==> src/rtl/core/pufc_pkg.sv <==
// ----------------------------------------------------------------------------
// pufc_pkg
// Types, codes and constants shared by the proximity connectivity core.
// ----------------------------------------------------------------------------
`timescale 1ns / 1ps

package pufc_pkg;

  localparam int NODES_DEF = 1024;
  localparam int ADDR_W    = 16;
  localparam int RANK_W    = 4;
  localparam int COORD_W   = 16;
  localparam int CNT_CFG_W = 11;
  localparam int CFG_IDX_W = 2;
  localparam int CFG_DAT_W = 16;
  localparam int SQ_W      = 34;
  localparam logic [RANK_W-1:0] RANK_MAX = 4'd15;

  localparam logic [CFG_IDX_W-1:0] CFG_NODE_COUNT = 2'd0;
  localparam logic [CFG_IDX_W-1:0] CFG_REACH      = 2'd1;

  typedef enum logic [1:0] {
    OP_LOAD     = 2'd0,
    OP_ACTIVATE = 2'd1,
    OP_QUERY    = 2'd2
  } opcode_e;

  typedef enum logic [3:0] {
    ST_CLEAR,
    ST_IDLE,
    ST_ACT_INIT,
    ST_ACT_COORD,
    ST_SCAN_RD,
    ST_SCAN_CHK,
    ST_SCAN_DY,
    ST_SCAN_CMP,
    ST_FIND_RD,
    ST_FIND_WALK,
    ST_COMP_RD,
    ST_COMP_WALK,
    ST_JOIN,
    ST_QUERY_OUT
  } state_e;

  // Access to the parent and rank tables.
  typedef struct packed {
    logic [ADDR_W-1:0] rd_addr;
    logic              parent_we;
    logic [ADDR_W-1:0] parent_waddr;
    logic [ADDR_W-1:0] parent_wdata;
    logic              rank_we;
    logic [ADDR_W-1:0] rank_waddr;
    logic [RANK_W-1:0] rank_wdata;
  } uf_port_t;

  // Access to the coordinate and active tables.
  typedef struct packed {
    logic [ADDR_W-1:0]  rd_addr;
    logic               coord_we;
    logic               act_we;
    logic [ADDR_W-1:0]  waddr;
    logic [COORD_W-1:0] x_wdata;
    logic [COORD_W-1:0] y_wdata;
    logic               act_wdata;
  } nd_port_t;

endpackage

==> src/rtl/core/pufc_sqdiff.sv <==
// ----------------------------------------------------------------------------
// pufc_sqdiff
// Shared unit: registered square of the absolute difference of two values.
// ----------------------------------------------------------------------------
`timescale 1ns / 1ps

module pufc_sqdiff (
  input  logic                          clk_i,
  input  logic signed [16:0]            p_i,
  input  logic signed [16:0]            q_i,
  output logic [pufc_pkg::SQ_W-1:0]     sq_o
);

  logic signed [17:0] diff;
  logic [16:0]        mag;
  logic [pufc_pkg::SQ_W-1:0] sq_q;

  assign diff = 18'(p_i) - 18'(q_i);
  assign mag  = diff[17] ? 17'(-diff) : diff[16:0];

  always_ff @(posedge clk_i) begin
    sq_q <= pufc_pkg::SQ_W'(mag) * pufc_pkg::SQ_W'(mag);
  end

  assign sq_o = sq_q;

endmodule

==> config.mk <==
export PLATFORM = sky130hd
export DESIGN_NAME = pufc_sqdiff
export DESIGN_NICKNAME = d
export VERILOG_FILES = /design/src/rtl/core/pufc_pkg.sv /design/src/rtl/core/pufc_sqdiff.sv
export SDC_FILE = /design/constraint.sdc
export NUM_CORES = 1
export LEC_CHECK = 0
export BUFFER_PORTS_ARGS = -buffer_cell sky130_fd_sc_hd__buf_2
export CAP_MARGIN = 20
export CELL_PAD_IN_SITES_DETAIL_PLACEMENT = 0
export CELL_PAD_IN_SITES_GLOBAL_PLACEMENT = 1
export CORE_AREA = 2 2 150 138
export DETAILED_ROUTE_END_ITERATION = 12
export DIE_AREA = 0 0 152 140
export PLACE_DENSITY = 0.93
export SYNTH_ARGS = -nofsm -noshare
export SYNTH_HDL_FRONTEND = slang
export SYNTH_SLANG_ARGS = --single-unit
export TNS_END_PERCENT = 1
==> constraint.sdc <==
create_clock -name clk_i -period 22.5 [get_ports clk_i]
set_input_delay 3.375 -clock clk_i [delete_from_list [all_inputs] [get_ports clk_i]]
set_output_delay 3.375 -clock clk_i [all_outputs]
set_load 0.1 [all_outputs]
==> flow_metrics.tcl <==
set metrics [dict create \
    status "finished clean" \
    layout-drive-gt1-share_pct 8.02 \
    rsz0062_at_grt "false" \
    worstPathMaxFanout 12 \
    diodes 0 \
    cts_tree "built" \
    cts-root-buf "clkbuf_16" \
    first_pass_iters 7 \
    yosysSeqAreaShare_pct 6.41 \
    ios 69 \
    regArea_um2 661 \
    postCtsSetupRepairBufs 0 \
    whs_ns 3.98 \
    worst_pin_slew_ns 1.00 \
    crit_buf_inv 6 \
    yosysWarnings 0 \
    place_area_um2 10900 \
    grt_pass1_vias 8391 \
    largest_reg_flops 33 \
    highest_layer "met4" \
    cp-start-kind "primary input" \
    routed_wirelength_mm 21.9 \
    start_util_pct 52.4 \
    final_hold_viol_count 0 \
    clock-sinks 33 \
    critPathMaxStageDelay_ns 0.84 \
    netlist_area_um2 10300 \
    hold_buffers 0 \
    yosysTopAreaCell "fa_1" \
    synthArstFlopShare_pct 0 \
    cts_buffers 5 \
    die_w_um 152 \
    worstPathArrival_ns 13.63 \
    cp_common_cell "fa_1" \
    wl_met3_mm 1.25 \
    hpwl_mm 18.8 \
    h-tree-depth 2 \
    antenna_found_initial 0 \
    routedWlPerCell_um 14.5 \
    wl_met2_mm 10.9 \
    gp_congestion 0.849 \
    fillers 1786 \
    area_growth_pct 7.24 \
    die_area_um2 21300 \
    cts_resized 0 \
    slew_violations 0 \
    final_antenna_net_count 0 \
    critPathRequiredTime_ns 22.68 \
    path_delay_family "adder cells" \
    die_y_um 140 \
    overflow 0 \
    grt_max_degree 18 \
    crit_slowest_cell "o41ai_1" \
    fin_nets 1610 \
    rows 49 \
    track_usage_pct 21.9 \
    syn_inst 1207 \
    port_buffers 67 \
    crit_type "in -> reg" \
    drtIter0Drc 324 \
    synth_ff_type "dfxtp_1" \
    finalCritPeriodShare_pct 59.8 \
    cp-end-kind "flop" \
    synth_top_area_share_pct 37.1 \
    synth_area_leaders "fa_1 37%, ha_1 15%, inv_1 11%, dfxtp_1 6.4%, nor2_1 4.0%" \
    synth_edf_count 0 \
    cts_max_path_buffers 2 \
    multi_input_area_um2 8350 \
    slew-limit-headroom_pct 32.4 \
    hp-class "in -> reg" \
    syn_nets 1559 \
    syn_avg_cell_area_um2 8.54 \
    finalInstanceArea_um2 11000 \
    tns_ns 0 \
    yosysUniqueCellTypes 72 \
    grt_pass1_wl_mm 38.3 \
    max_cap_viol_count 0 \
    core_area_um2 19700 \
    fmax_mhz 74.3 \
    setup-violations-final 0 \
    drt-vias-per-instance 5.28 \
    num_vias 7994 \
    path_clk_slew_ns 0.06 \
    ys_ff_latch 33 \
    drcViolationCount 0 \
    fin_crit_ns 13.45 \
    met1_length_mm 8.96 \
]
placed cells by master (no fill, tap or decap), types with 4 or more instances in the layout:
cell       count
nor2_1       110
and2_1         8
buf_2         67
a31oi_1        4
o211ai_1       5
buf_4          6
nand2_1       89
nor4_1         4
a21oi_1       43
a21o_1        18
xor2_1        12
fa_1         191
and3_1         8
clkbuf_16      5
nor2b_1       10
o21a_1        15
nor3_1        12
clkinv_1       5
a211oi_1       4
or3_1          4
ha_1         126
nand3_1       15
dfxtp_1       33
xnor2_1       33
inv_1        307
nand4_1        8
nand2b_1      15
or2_2          4
o21ai_0       32
synth_stat cells (all sizes together), types with 4 or more instances:
library cell and instances:
inv 307, fa 191, ha 126, nor2 112
nand2 89, a21oi 44, xnor2 35, dfxtp 33
o21ai 33, a21o 18, buf 16, nand2b 15
nand3 15, o21a 15, clkbuf 13, nor3 12
xor2 12, nor2b 10, and2 9, and3 8
nand4 8, or2 7, o211ai 6, a211oi 5
clkinv 5, a31oi 4, nor4 4, o31ai 4
or3 4
final cells by class:
class	instances	share of cell area, %
Clock buffer	7	1.29
Clock inverter	1	0.272
Inverter	312	10.6
Multi-Input combinational cell	833	75.5
Sequential cell	33	5.98
Tap cell	255	2.89
Timing Repair Buffer	73	3.44
tightest hold or removal path, cell delays in order:
cell and delay, ns:
buf_2 0.09, ha_1 0.43, clkinv_1 0.31
final timing paths:
check,startpoint,endpoint,slack (ns),cells past startpoint
max,p_i[0],sq_o[33],9.05,33
min,q_i[0],sq_o[0],3.98,3
kinds of logic (layout without fill, tap and decap cells):
logic type | after synthesis | count (layout) | synth area share, %
adder cells (fa/ha/maj) | 317 | 317 | 52.4
AO/OA/AOI/OAI | 159 | 159 | 10.4
AND/OR/NAND/NOR | 306 | 306 | 13.7
flip-flops | 33 | 33 | 6.41
other | 1 | 1 | 0.0364
buffers and inverters | 341 | 393 | 12.7
multiplexers | 3 | 3 | 0.304
XOR/XNOR | 47 | 47 | 4.07
layer usage:
metal  up-vias  track usage (%)
met5         -                0
met4         0             7.67
met3        58             3.68
met2       232             39.2
met1      3876             26.8
li1       3828                -
per-stage QoR:
| step | instances | worst slack [ns] | utilization, % |
|---|---|---|---|
| finish | 1514 | 9.05 | 56.1 |
| global route | 1514 | 8.25 | 56.1 |
| CTS | 1513 | 9.10 | 56.1 |
| detailed placement | 1505 | 8.83 | 55.2 |
| global placement | 1505 | 9.10 | 55.2 |
| floorplan | 1207 | 10.54 | - |
Power is left out: the tool's default activity adds up to more than one toggle a clock period on the data nets, which glitch-free logic cannot reach.
